### src/design/cpp_pkg.sv
package cpp_pkg;

  // point and flag widths
  localparam int COORD_BITS = 24;
  localparam int FLAG_BITS  = 16;
  localparam int DIST_BITS  = 16;
  localparam int DIST_RESET = 256;

  // datapath widths
  localparam int DIFF_BITS  = COORD_BITS + 1;
  localparam int MUL_BITS   = (COORD_BITS + 1 > 2 * DIST_BITS) ? COORD_BITS + 1 : 2 * DIST_BITS;
  localparam int PROD_BITS  = 2 * MUL_BITS;
  localparam int CROSS_BITS = PROD_BITS + 2;
  localparam int ACC_BITS   = 4 * MUL_BITS + 4;
  localparam int T2_BITS    = 2 * DIST_BITS;

  // microcode store
  localparam int PC_BITS = 5;

  typedef struct packed {
    logic signed [COORD_BITS-1:0] pos_x;
    logic signed [COORD_BITS-1:0] pos_y;
    logic signed [COORD_BITS-1:0] pos_z;
    logic [FLAG_BITS-1:0]         area_flags;
    logic                         final_point;
  } point_in_t;

  typedef struct packed {
    logic signed [COORD_BITS-1:0] out_x;
    logic signed [COORD_BITS-1:0] out_y;
    logic signed [COORD_BITS-1:0] out_z;
    logic [FLAG_BITS-1:0]         out_flags;
    logic                         path_end;
  } point_out_t;

  // step hold condition
  typedef enum logic [1:0] {
    WAIT_NONE,
    WAIT_IN,
    WAIT_OUT,
    WAIT_OUT_LAST
  } wait_t;

  // branch condition
  typedef enum logic [2:0] {
    BR_NEVER,
    BR_ALWAYS,
    BR_NOT_ACTIVE,
    BR_PTS_ONE,
    BR_NO_TEST,
    BR_REMOVABLE
  } br_t;

  // multiplier operand source
  typedef enum logic [3:0] {
    OPD_ZERO,
    OPD_AB0,
    OPD_AB1,
    OPD_AB2,
    OPD_AC0,
    OPD_AC1,
    OPD_AC2,
    OPD_XLO,
    OPD_XHI,
    OPD_LLO,
    OPD_LHI,
    OPD_DIST,
    OPD_T2
  } opnd_t;

  // what happens to the previous step's product
  typedef enum logic [2:0] {
    ACT_NONE,
    ACT_CR_SET,
    ACT_CR_SUB,
    ACT_T2_SET,
    ACT_LEN_SET,
    ACT_LEN_ADD,
    ACT_ACC_ADD,
    ACT_ACC_SUB
  } act_t;

  // product alignment into the accumulator
  typedef enum logic [1:0] {
    SH_0,
    SH_LIMB,
    SH_LIMB2,
    SH_TWO
  } sh_t;

  typedef enum logic [1:0] {
    EMIT_NONE,
    EMIT_PEND,
    EMIT_CUR,
    EMIT_CUR_LAST
  } emit_t;

  typedef enum logic [1:0] {
    UPD_NONE,
    UPD_ANCHOR,
    UPD_TAIL,
    UPD_FIRST
  } upd_t;

  // one control word
  typedef struct packed {
    logic               take_in;
    wait_t              wt;
    br_t                br;
    logic [PC_BITS-1:0] target;
    opnd_t              opa;
    opnd_t              opb;
    act_t               act;
    sh_t                sh;
    logic               xm_load;
    emit_t              emit;
    upd_t               upd;
  } ctrl_t;

  // datapath flags seen by the sequencer
  typedef struct packed {
    logic out_free;
    logic cur_last;
    logic active;
    logic pts_one;
    logic no_test;
    logic removable;
  } status_t;

endpackage

### src/design/cpp_seq.sv
module cpp_seq (
  input  logic             clk,
  input  logic             rst,
  input  logic             in_valid,
  input  cpp_pkg::status_t st,
  output logic             in_ready,
  output cpp_pkg::ctrl_t   cw
);

  localparam logic [cpp_pkg::PC_BITS-1:0] PC_WAIT  = cpp_pkg::PC_BITS'(0);
  localparam logic [cpp_pkg::PC_BITS-1:0] PC_KEEP  = cpp_pkg::PC_BITS'(28);
  localparam logic [cpp_pkg::PC_BITS-1:0] PC_TAIL  = cpp_pkg::PC_BITS'(29);
  localparam logic [cpp_pkg::PC_BITS-1:0] PC_FIRST = cpp_pkg::PC_BITS'(30);

  logic [cpp_pkg::PC_BITS-1:0] pc;
  logic [cpp_pkg::PC_BITS-1:0] pc_next;
  cpp_pkg::ctrl_t              word;
  logic                        go;
  logic                        taken;

  // control store
  function automatic cpp_pkg::ctrl_t uc_rom(input logic [cpp_pkg::PC_BITS-1:0] a);
    cpp_pkg::ctrl_t w;
    w = '0;
    w.wt     = cpp_pkg::WAIT_NONE;
    w.br     = cpp_pkg::BR_NEVER;
    w.target = PC_WAIT;
    w.opa    = cpp_pkg::OPD_ZERO;
    w.opb    = cpp_pkg::OPD_ZERO;
    w.act    = cpp_pkg::ACT_NONE;
    w.sh     = cpp_pkg::SH_0;
    w.emit   = cpp_pkg::EMIT_NONE;
    w.upd    = cpp_pkg::UPD_NONE;
    unique case (a)
      // wait for a point
      5'd0: begin
        w.take_in = 1'b1;
        w.wt      = cpp_pkg::WAIT_IN;
      end
      // dispatch on path position
      5'd1: begin
        w.br = cpp_pkg::BR_NOT_ACTIVE;
        w.target = PC_FIRST;
      end
      5'd2: begin
        w.br = cpp_pkg::BR_PTS_ONE;
        w.target = PC_TAIL;
      end
      5'd3: begin
        w.br = cpp_pkg::BR_NO_TEST;
        w.target = PC_KEEP;
      end
      // x component of cross product
      5'd4: begin
        w.opa = cpp_pkg::OPD_AB1; w.opb = cpp_pkg::OPD_AC2;
      end
      5'd5: begin
        w.opa = cpp_pkg::OPD_AB2; w.opb = cpp_pkg::OPD_AC1;
        w.act = cpp_pkg::ACT_CR_SET;
      end
      5'd6: begin
        w.opa = cpp_pkg::OPD_DIST; w.opb = cpp_pkg::OPD_DIST;
        w.act = cpp_pkg::ACT_CR_SUB;
      end
      5'd7: begin
        w.opa = cpp_pkg::OPD_AC0; w.opb = cpp_pkg::OPD_AC0;
        w.act = cpp_pkg::ACT_T2_SET; w.xm_load = 1'b1;
      end
      5'd8: begin
        w.opa = cpp_pkg::OPD_XLO; w.opb = cpp_pkg::OPD_XLO;
        w.act = cpp_pkg::ACT_LEN_SET;
      end
      5'd9: begin
        w.opa = cpp_pkg::OPD_XLO; w.opb = cpp_pkg::OPD_XHI;
        w.act = cpp_pkg::ACT_ACC_ADD; w.sh = cpp_pkg::SH_0;
      end
      5'd10: begin
        w.opa = cpp_pkg::OPD_XHI; w.opb = cpp_pkg::OPD_XHI;
        w.act = cpp_pkg::ACT_ACC_ADD; w.sh = cpp_pkg::SH_LIMB2;
      end
      // y component
      5'd11: begin
        w.opa = cpp_pkg::OPD_AB2; w.opb = cpp_pkg::OPD_AC0;
        w.act = cpp_pkg::ACT_ACC_ADD; w.sh = cpp_pkg::SH_TWO;
      end
      5'd12: begin
        w.opa = cpp_pkg::OPD_AB0; w.opb = cpp_pkg::OPD_AC2;
        w.act = cpp_pkg::ACT_CR_SET;
      end
      5'd13: begin
        w.opa = cpp_pkg::OPD_AC1; w.opb = cpp_pkg::OPD_AC1;
        w.act = cpp_pkg::ACT_CR_SUB;
      end
      5'd14: begin
        w.opa = cpp_pkg::OPD_AB0; w.opb = cpp_pkg::OPD_AC1;
        w.act = cpp_pkg::ACT_LEN_ADD; w.xm_load = 1'b1;
      end
      5'd15: begin
        w.opa = cpp_pkg::OPD_XLO; w.opb = cpp_pkg::OPD_XLO;
        w.act = cpp_pkg::ACT_CR_SET;
      end
      5'd16: begin
        w.opa = cpp_pkg::OPD_XLO; w.opb = cpp_pkg::OPD_XHI;
        w.act = cpp_pkg::ACT_ACC_ADD; w.sh = cpp_pkg::SH_0;
      end
      5'd17: begin
        w.opa = cpp_pkg::OPD_XHI; w.opb = cpp_pkg::OPD_XHI;
        w.act = cpp_pkg::ACT_ACC_ADD; w.sh = cpp_pkg::SH_LIMB2;
      end
      // z component
      5'd18: begin
        w.opa = cpp_pkg::OPD_AB1; w.opb = cpp_pkg::OPD_AC0;
        w.act = cpp_pkg::ACT_ACC_ADD; w.sh = cpp_pkg::SH_TWO;
      end
      5'd19: begin
        w.opa = cpp_pkg::OPD_AC2; w.opb = cpp_pkg::OPD_AC2;
        w.act = cpp_pkg::ACT_CR_SUB;
      end
      5'd20: begin
        w.act = cpp_pkg::ACT_LEN_ADD; w.xm_load = 1'b1;
      end
      5'd21: begin
        w.opa = cpp_pkg::OPD_XLO; w.opb = cpp_pkg::OPD_XLO;
      end
      5'd22: begin
        w.opa = cpp_pkg::OPD_XLO; w.opb = cpp_pkg::OPD_XHI;
        w.act = cpp_pkg::ACT_ACC_ADD; w.sh = cpp_pkg::SH_0;
      end
      5'd23: begin
        w.opa = cpp_pkg::OPD_XHI; w.opb = cpp_pkg::OPD_XHI;
        w.act = cpp_pkg::ACT_ACC_ADD; w.sh = cpp_pkg::SH_LIMB2;
      end
      // limit squared times length squared
      5'd24: begin
        w.opa = cpp_pkg::OPD_T2; w.opb = cpp_pkg::OPD_LLO;
        w.act = cpp_pkg::ACT_ACC_ADD; w.sh = cpp_pkg::SH_TWO;
      end
      5'd25: begin
        w.opa = cpp_pkg::OPD_T2; w.opb = cpp_pkg::OPD_LHI;
        w.act = cpp_pkg::ACT_ACC_SUB; w.sh = cpp_pkg::SH_0;
      end
      5'd26: begin
        w.act = cpp_pkg::ACT_ACC_SUB; w.sh = cpp_pkg::SH_LIMB;
      end
      5'd27: begin
        w.br = cpp_pkg::BR_REMOVABLE;
        w.target = PC_TAIL;
      end
      // pending point is kept
      5'd28: begin
        w.wt   = cpp_pkg::WAIT_OUT;
        w.emit = cpp_pkg::EMIT_PEND;
        w.upd  = cpp_pkg::UPD_ANCHOR;
      end
      // new point becomes pending or closes the path
      5'd29: begin
        w.wt   = cpp_pkg::WAIT_OUT_LAST;
        w.emit = cpp_pkg::EMIT_CUR_LAST;
        w.upd  = cpp_pkg::UPD_TAIL;
        w.br   = cpp_pkg::BR_ALWAYS;
        w.target = PC_WAIT;
      end
      // first point of a path
      5'd30: begin
        w.wt   = cpp_pkg::WAIT_OUT;
        w.emit = cpp_pkg::EMIT_CUR;
        w.upd  = cpp_pkg::UPD_FIRST;
        w.br   = cpp_pkg::BR_ALWAYS;
        w.target = PC_WAIT;
      end
      default: begin
        w.br = cpp_pkg::BR_ALWAYS;
        w.target = PC_WAIT;
      end
    endcase
    return w;
  endfunction

  assign word     = uc_rom(pc);
  assign in_ready = word.take_in;

  // hold and branch conditions
  always_comb begin
    unique case (word.wt)
      cpp_pkg::WAIT_NONE:     go = 1'b1;
      cpp_pkg::WAIT_IN:       go = in_valid;
      cpp_pkg::WAIT_OUT:      go = st.out_free;
      cpp_pkg::WAIT_OUT_LAST: go = !st.cur_last || st.out_free;
      default:                go = 1'b1;
    endcase
    unique case (word.br)
      cpp_pkg::BR_NEVER:      taken = 1'b0;
      cpp_pkg::BR_ALWAYS:     taken = 1'b1;
      cpp_pkg::BR_NOT_ACTIVE: taken = !st.active;
      cpp_pkg::BR_PTS_ONE:    taken = st.pts_one;
      cpp_pkg::BR_NO_TEST:    taken = st.no_test;
      cpp_pkg::BR_REMOVABLE:  taken = st.removable;
      default:                taken = 1'b0;
    endcase
  end

  // step counter
  always_comb begin
    if (!go) begin
      pc_next = pc;
    end else if (taken) begin
      pc_next = word.target;
    end else begin
      pc_next = pc + 1'b1;
    end
  end

  always_ff @(posedge clk) begin
    if (rst) begin
      pc <= PC_WAIT;
    end else begin
      pc <= pc_next;
    end
  end

  // held steps drive no actions
  always_comb begin
    cw = word;
    if (!go) begin
      cw.take_in = 1'b0;
      cw.act     = cpp_pkg::ACT_NONE;
      cw.xm_load = 1'b0;
      cw.emit    = cpp_pkg::EMIT_NONE;
      cw.upd     = cpp_pkg::UPD_NONE;
    end
  end

endmodule

### config.mk
export PLATFORM = sky130hd
export DESIGN_NAME = cpp_seq
export DESIGN_NICKNAME = d
export VERILOG_FILES = /design/src/design/cpp_pkg.sv /design/src/design/cpp_seq.sv
export SDC_FILE = /design/constraint.sdc
export NUM_CORES = 1
export LEC_CHECK = 0
export ABC_CLOCK_PERIOD_IN_PS = 2400
export BUFFER_PORTS_ARGS = -buffer_cell sky130_fd_sc_hd__buf_2
export CORE_ASPECT_RATIO = 2
export CORE_UTILIZATION = 38
export DETAILED_ROUTE_END_ITERATION = 7
export GPL_TIMING_DRIVEN = 0
export PLACE_DENSITY_LB_ADDON = 0.1
export SLEW_MARGIN = 5
export SYNTH_ARGS = -nofsm -noshare
export SYNTH_HDL_FRONTEND = slang
export SYNTH_SLANG_ARGS = --single-unit
### constraint.sdc
create_clock -name clk -period 2.4 [get_ports clk]
set_input_delay 0 -clock clk [delete_from_list [all_inputs] [get_ports clk]]
set_output_delay 0 -clock clk [all_outputs]
set_load 0.005 [all_outputs]
==> flow_metrics.tcl, run 1 <==
set metrics [dict create \
    drv_slew 0 \
    fin_skew_ns 0.00349 \
    syn-num-nets 198 \
    core_area_um2 3340 \
    fp-row-count 30 \
    finalHoldViolCount 0 \
    cts_tree "built" \
    drc 2 \
    grtUsageTotal_pct 26.0 \
    period_needed_ns 2.29 \
    dr.pass1.iters 6 \
    hp-class "in2reg" \
    reg_top3 "pc: 5 flops" \
    worstPathArrival_ns 2.40 \
    start_util_pct 39.6 \
    synth-edff-count 0 \
    p_total_mw 2.62 \
    cellLeakagePower_nw 0.786 \
    wl_per_cell_um 17.4 \
    grt_start_max_net_pins 11 \
    cp-end-kind "flip-flop" \
    htreeDepth 1 \
    maxCapViolCount 0 \
    finish.utilization_pct 51.8 \
    synth_top_flop_cell "dfxtp_1" \
    fin_cells 258 \
    cp_data_required_time_ns 2.51 \
    largest_register_ffs 5 \
    finalWirelength_mm 4.49 \
    crit_fanout 10 \
    synth-seq-area-share_pct 7.57 \
    vias 1551 \
    synth-xor-area-share_pct 3.88 \
    largest_register "pc" \
    drive_above_1_share_pct 40.7 \
    ys_warn_count 0 \
    areaGrowthSynthToFinish_pct 30.9 \
    violations "design-rule violations" \
    dp_hpwl_mm 3.65 \
    dp_cells 254 \
    max-clock-path-buffers 2 \
    drtAntennaViolNets 0 \
    ys_ff_latch 5 \
    setup_slack_ns 0.105 \
    yosys.area_share.simple_pct 31.8 \
    syn_inst 184 \
    clock.fmax_ghz 0.436 \
    cellPowerDensity_nw_per_um2 1520 \
    viasPerCell 6.01 \
    yosys.cell_types.count 59 \
    grt_first_pass_wirelength_mm 7.38 \
    die_w_um 43.7 \
    cts_buffers 3 \
    insertion_delay_ns 0.23 \
    start_kind "flip-flop" \
    dpl_worst_slack_ns -0.304 \
    slew_headroom_pct 67.9 \
    fin_crit_sh_pct 95.6 \
    grt_pass1_vias 1620 \
    antenna_found_initial 0 \
    irDropWorstVdd_mv 0.968 \
    cts-root-buf "clkbuf_8" \
    dieHeight_um 85.4 \
    synthMuxAreaShare_pct 3.78 \
    grt-ovfl-total 0 \
    synthArstFlopShare_pct 0 \
    criticalPathCategory "reg2reg" \
    die_area_um2 3730 \
    drt_iter0_drc 36 \
    tightest_slew_ns 0.477 \
    diodes 0 \
    fin_nets 241 \
    cts_num_sinks 5 \
    status "finished, violations left" \
    gp_congestion 0.942 \
    synth_top_family_by_area "compound AO/OA/AOI/OAI gates" \
    syn_area_um2 1320 \
    post_synth.cell_area_avg_um2 7.19 \
    cts.clk_slew.worst_paths_ns 0.04 \
    synth-compound-area-share_pct 36.7 \
    synthAdderAreaFrac_pct 4.73 \
    setup_viol 0 \
    portBuffers 38 \
    ioPinCount 39 \
]
-- per-stage QoR --
step | hold slack [ns] | area, um^2 | setup TNS, ns
detailed placement | 0.200 | 1550 | -0.535
finish | 0.253 | 1730 | 0
global placement | 0.199 | 1550 | -0.412
floorplan | 0.0694 | 1320 | 0
global route | 0.310 | 1730 | -0.00140
CTS | 0.252 | 1670 | -0.0139
-- worst paths after layout --
check	from	end	cells past startpoint	slack, ns
max	pc[2]	pc[1]	11	0.11
min	in_valid	pc[2]	4	0.25
max reg2reg	pc[2]	pc[1]	11	0.11
min reg2reg	pc[0]	pc[0]	2	0.54
-- power breakdown --
part	switching (mW)	leakage, nW	internal [mW]
logic	1.25	0.720	1.02
clock network	0.0429	0.0228	0.114
registers	0.0616	0.0436	0.134
total	1.36	0.786	1.27
-- repair_timing --
item	CTS	global route
resized for setup	20	22
hold endpoints to repair	1	0
pin swaps	1	2
setup buffers	1	2
hold buffers	1	0
endpoints found under the setup margin	14	7
-- synthesized netlist by cell type (all sizes together) (2+ instances only) --
cell     number  share of area (%)
a2111oi       2                1.8
a21o          3                1.7
a21oi         9                4.0
a22oi         2                1.1
buf          16                8.7
dfxtp         5                7.6
ha            5                4.7
inv           9                2.6
mux2i         5                3.8
nand2        20                5.9
nand2b       10                4.9
nand3         3                1.1
nand3b        2                1.1
nand4         3                1.4
nand4b        2                1.3
nor2         25                7.3
nor2b         5                2.4
nor3b         3                1.7
o2111ai       3                2.0
o211ai        3                1.7
o21a          3                1.7
o21ai         9                3.4
o21bai        2                1.4
o221ai        3                2.0
o22ai         5                3.4
o41ai         2                3.3
or2           2               0.95
xnor2         2                1.3
xor2          3                2.6
-- placed cells by master (no fill, tap or decap), types with 2 or more instances in the layout --
master,instances
o211ai_1,3
nand4_1,3
a21o_1,3
nor2_1,22
nand2_1,19
nand4b_1,2
a22oi_1,2
nor2b_1,5
dfxtp_4,3
inv_2,3
o2111ai_1,3
inv_1,5
nor2_2,3
nand2b_1,9
a21oi_1,6
or2_1,2
a2111oi_2,2
mux2i_1,5
o22ai_1,4
buf_4,8
o221ai_1,3
clkbuf_8,3
ha_4,3
ha_2,2
o21bai_2,2
buf_2,38
xnor2_1,2
nand3b_1,2
buf_6,6
nor3b_1,2
a21oi_2,2
nand3_1,3
xor2_1,2
o21ai_0,9
o21a_1,3
-- per-layer routing --
metal  wire [um]  global-route usage [%]  up-vias
li1            -                       -      750
met1        1600                    25.3      736
met2        2590                    48.8       54
met3         184                    2.13       11
met4         112                    16.5        0
met5           0                       0        -
-- critical path, cell delays in order, from the launching register on --
cell and delay (ns):
dfxtp_4 0.37, buf_8 0.14, buf_6 0.16, buf_6 0.16, and3_1 0.19, ha_4 0.16, inv_1 0.04, o2111ai_1 0.10
o21bai_2 0.14, nor3b_2 0.19, or2_1 0.25, o311a_1 0.28
-- final cells by class --
cell class | instances | area (um^2)
Buffer | 13 | 128
Clock buffer | 4 | 45.0
Fill cell | 340 | 1610
Inverter | 9 | 36.3
Multi-Input combinational cell | 153 | 1150
Sequential cell | 5 | 113
Tap cell | 32 | 40.0
Timing Repair Buffer | 42 | 223
-- cells by family (layout without fill, tap and decap cells) --
| logic type | after synthesis | after routing |
|---|---|---|
| flip-flops | 5 | 5 |
| AND/OR/NAND/NOR | 82 | 82 |
| AO/OA/AOI/OAI | 56 | 56 |
| multiplexers | 5 | 5 |
| XOR/XNOR | 5 | 5 |
| adder cells (fa/ha/maj) | 5 | 5 |
| buffers and inverters | 26 | 68 |
No activity file was read; power rests on OpenSTA's default activity.
==> run 2: changes to the inputs <==
- ABC_AREA: not set -> 1
==> run 2 against run 1 <==
The flow now finishes without violations. Critical path type unchanged. Synthesized area fell by 16%. Sequential share of layout area rose by 0.67 points. Flip-flop and latch count did not move. Non-clock buffer count fell by 8. Via count fell by 7.2%. Worst setup slack improved by 0.11 ns. Wire length fell by 22%. Largest cell class unchanged.
==> flow_metrics.tcl, run 2 <==
set metrics [dict create \
    status "finished, final reports clean" \
    drtAntennaViolNets 0 \
    regArea_um2 100 \
    largest_register_ffs 5 \
    synthArstFlopShare_pct 0 \
    dr.pass1.iters 4 \
    cts_tree "built" \
    drv_slew 0 \
    grt_first_pass_wirelength_mm 5.58 \
    hp-class "in2reg" \
    yosysTopAreaCellShare_pct 17.1 \
    fin_skew_ns 0.00307 \
    drc 0 \
    cts-root-buf "clkbuf_8" \
    crit_fanout 6 \
    synth.most_common_cell "nand2_1" \
    areaGrowthSynthToFinish_pct 24.9 \
    crit_top_cell "nand2_1" \
    p_switching_mw 0.777 \
    synthTopCellsByCount "nand2_1, inv_1, nor2_1" \
    mostFrequentLayoutCells "nand2_1, buf_2, inv_1, nor2_1, nand3_1" \
    cpMaxStageDelayCell "dfxtp_1" \
    crit_path_max_incr_delay_ns 0.32 \
    start_util_pct 40.3 \
    grt_start_max_net_pins 11 \
    fp-row-count 27 \
    dp_hpwl_mm 2.93 \
    rsz0062_at_grt "false" \
    htreeDepth 1 \
    cts_buffers 3 \
    syn_area_um2 1120 \
    syn-num-nets 221 \
    ys_ff_latch 5 \
    cp_cell_sequence "ha_1 > inv_1 > nor2_1 > ha_1 > inv_1 > nand2_1 > nor2_1 > nand2_1 > nor2_2 > nand2_1 > nand4_1 > nand2_2 > nand2_1 > nand3_1 > nand2_1 > inv_1" \
    dieHeight_um 78.7 \
    yosys-top-cells-area "nand2_1, inv_1, nand4_1, nand3_1, dfxtp_1" \
    p_total_mw 1.46 \
    antenna_found_initial 0 \
    drt_iter0_drc 46 \
    grt-ovfl-total 0 \
    pwr-share-clk_pct 10.5 \
    critPathLaunch "pc[0]" \
    r2r_start "pc[0]" \
    diodes 0 \
    die_area_um2 3170 \
    synth_top_flop_cell "dfxtp_1" \
    wl_per_cell_um 12.7 \
    finalWirelength_mm 3.51 \
    cp_data_required_time_ns 2.51 \
    synth-seq-area-share_pct 8.96 \
    grtUsageTotal_pct 24.0 \
    final_common_cell "nand2_1" \
    synth_area_leader_cell "nand2_1" \
    dpl_worst_slack_ns 0.164 \
    cts_resized 0 \
    clock.fmax_ghz 0.459 \
    irDropWorstVdd_mv 0.501 \
    ys_warn_count 0 \
    tns_ns 0 \
    fin_nets 263 \
    worstPathArrival_ns 2.29 \
    power.share.combinational_pct 80.2 \
    criticalPathCategory "reg2reg" \
    fillerInstances 329 \
    slew_headroom_pct 77.1 \
    min-delay-start "rst" \
    die_w_um 40.3 \
    syn_inst 207 \
    grt_pass1_vias 1323 \
    start_kind "flip-flop" \
    finalHoldViolCount 0 \
    insertion_delay_ns 0.22 \
    vias 1440 \
    core_area_um2 2770 \
    internal_power_mw 0.678 \
    gp_congestion 0.789 \
    cts_num_sinks 5 \
    portBuffers 38 \
    synth-edff-count 0 \
    maxCapViolCount 0 \
    cellPowerDensity_nw_per_um2 1040 \
    cp-end-kind "flip-flop" \
    cts.clk_slew.worst_paths_ns 0.03 \
    p_sw_share_pct 53.4 \
    reg_top3 "pc: 5 flops" \
    setup_viol 0 \
    tightest_slew_ns 0.341 \
    largest_register "pc" \
    max-clock-path-buffers 2 \
    setup_slack_ns 0.220 \
    p_seq_share_pct 9.4 \
    postCtsHoldBufs 0 \
    fin_crit_sh_pct 90.8 \
    post_cts_buffers 0 \
    period_needed_ns 2.18 \
    viasPerCell 5.20 \
    ioPinCount 39 \
    drive_above_1_share_pct 27.8 \
    post_synth.cell_area_avg_um2 5.40 \
    yosys.cell_types.count 25 \
    cellLeakagePower_nw 0.973 \
    multi_input_area_um2 816 \
]
## run 2: power groups by stage
stage | Sequential, mW | Clock (mW) | Combinational (mW)
2_1_floorplan | 0.134 | 0 | 0.780
3_3_place_gp | 0.138 | 0 | 1.16
3_5_place_dp | 0.138 | 0 | 1.16
4_1_cts | 0.137 | 0.154 | 1.16
5_1_grt | 0.140 | 0.162 | 1.32
6_report | 0.136 | 0.152 | 1.17
## run 2: metrics by stage
step / hold slack [ns] / area, um^2 / utilization, % / instances
CTS: 0.0569 / 1390 / 50.1 / 278
global route: 0.0549 / 1400 / 50.4 / 277
floorplan: 0.0923 / 1120 / - / 207
detailed placement: 0.282 / 1340 / 48.5 / 274
global placement: 0.286 / 1340 / 48.5 / 274
finish: 0.0542 / 1400 / 50.4 / 277
## run 2: cell type report
type                       instances  area share (%)
buffer                             9            5.47
clock buffer                       4            3.23
inverter                          35            9.42
multi-input combinational        157            58.5
sequential                         5            7.17
tap                               29            2.60
timing repair buffer              38            13.6
## run 2: worst max-delay path, delay by kind of cell, from the launching register on
family	cells	cell delay [ns]
buf+inv	3	0.23
flops	1	0.32
fa+ha+maj	2	0.44
simple gates	11	1.07
## run 2: kinds of logic after synthesis
| kind of cell | Yosys count | synth area share (%) |
|---|---|---|
| buf+inv | 45 | 18.9 |
| flops | 5 | 8.96 |
| xor+xnor | 1 | 0.784 |
| compound gates | 15 | 7.17 |
| fa+ha+maj | 5 | 5.60 |
| simple gates | 136 | 58.6 |
## run 2: routing by layer
| metal | vias to the layer above | share of wire, % | global-route usage (%) |
|---|---|---|---|
| li1 | 758 | - | - |
| met1 | 642 | 37 | 22.8 |
| met2 | 34 | 60 | 47.6 |
| met3 | 6 | 2.3 | 1.69 |
| met4 | 0 | 0.94 | 6.33 |
| met5 | - | 0 | 0 |
## run 2: worst paths after layout
path	endpoint	slack (ns)	depth (start not counted)
hold reg to reg	pc[1]	0.62	4
hold / removal	pc[0]	0.05	4
setup / recovery	pc[0]	0.22	16
setup reg to reg	pc[0]	0.22	16
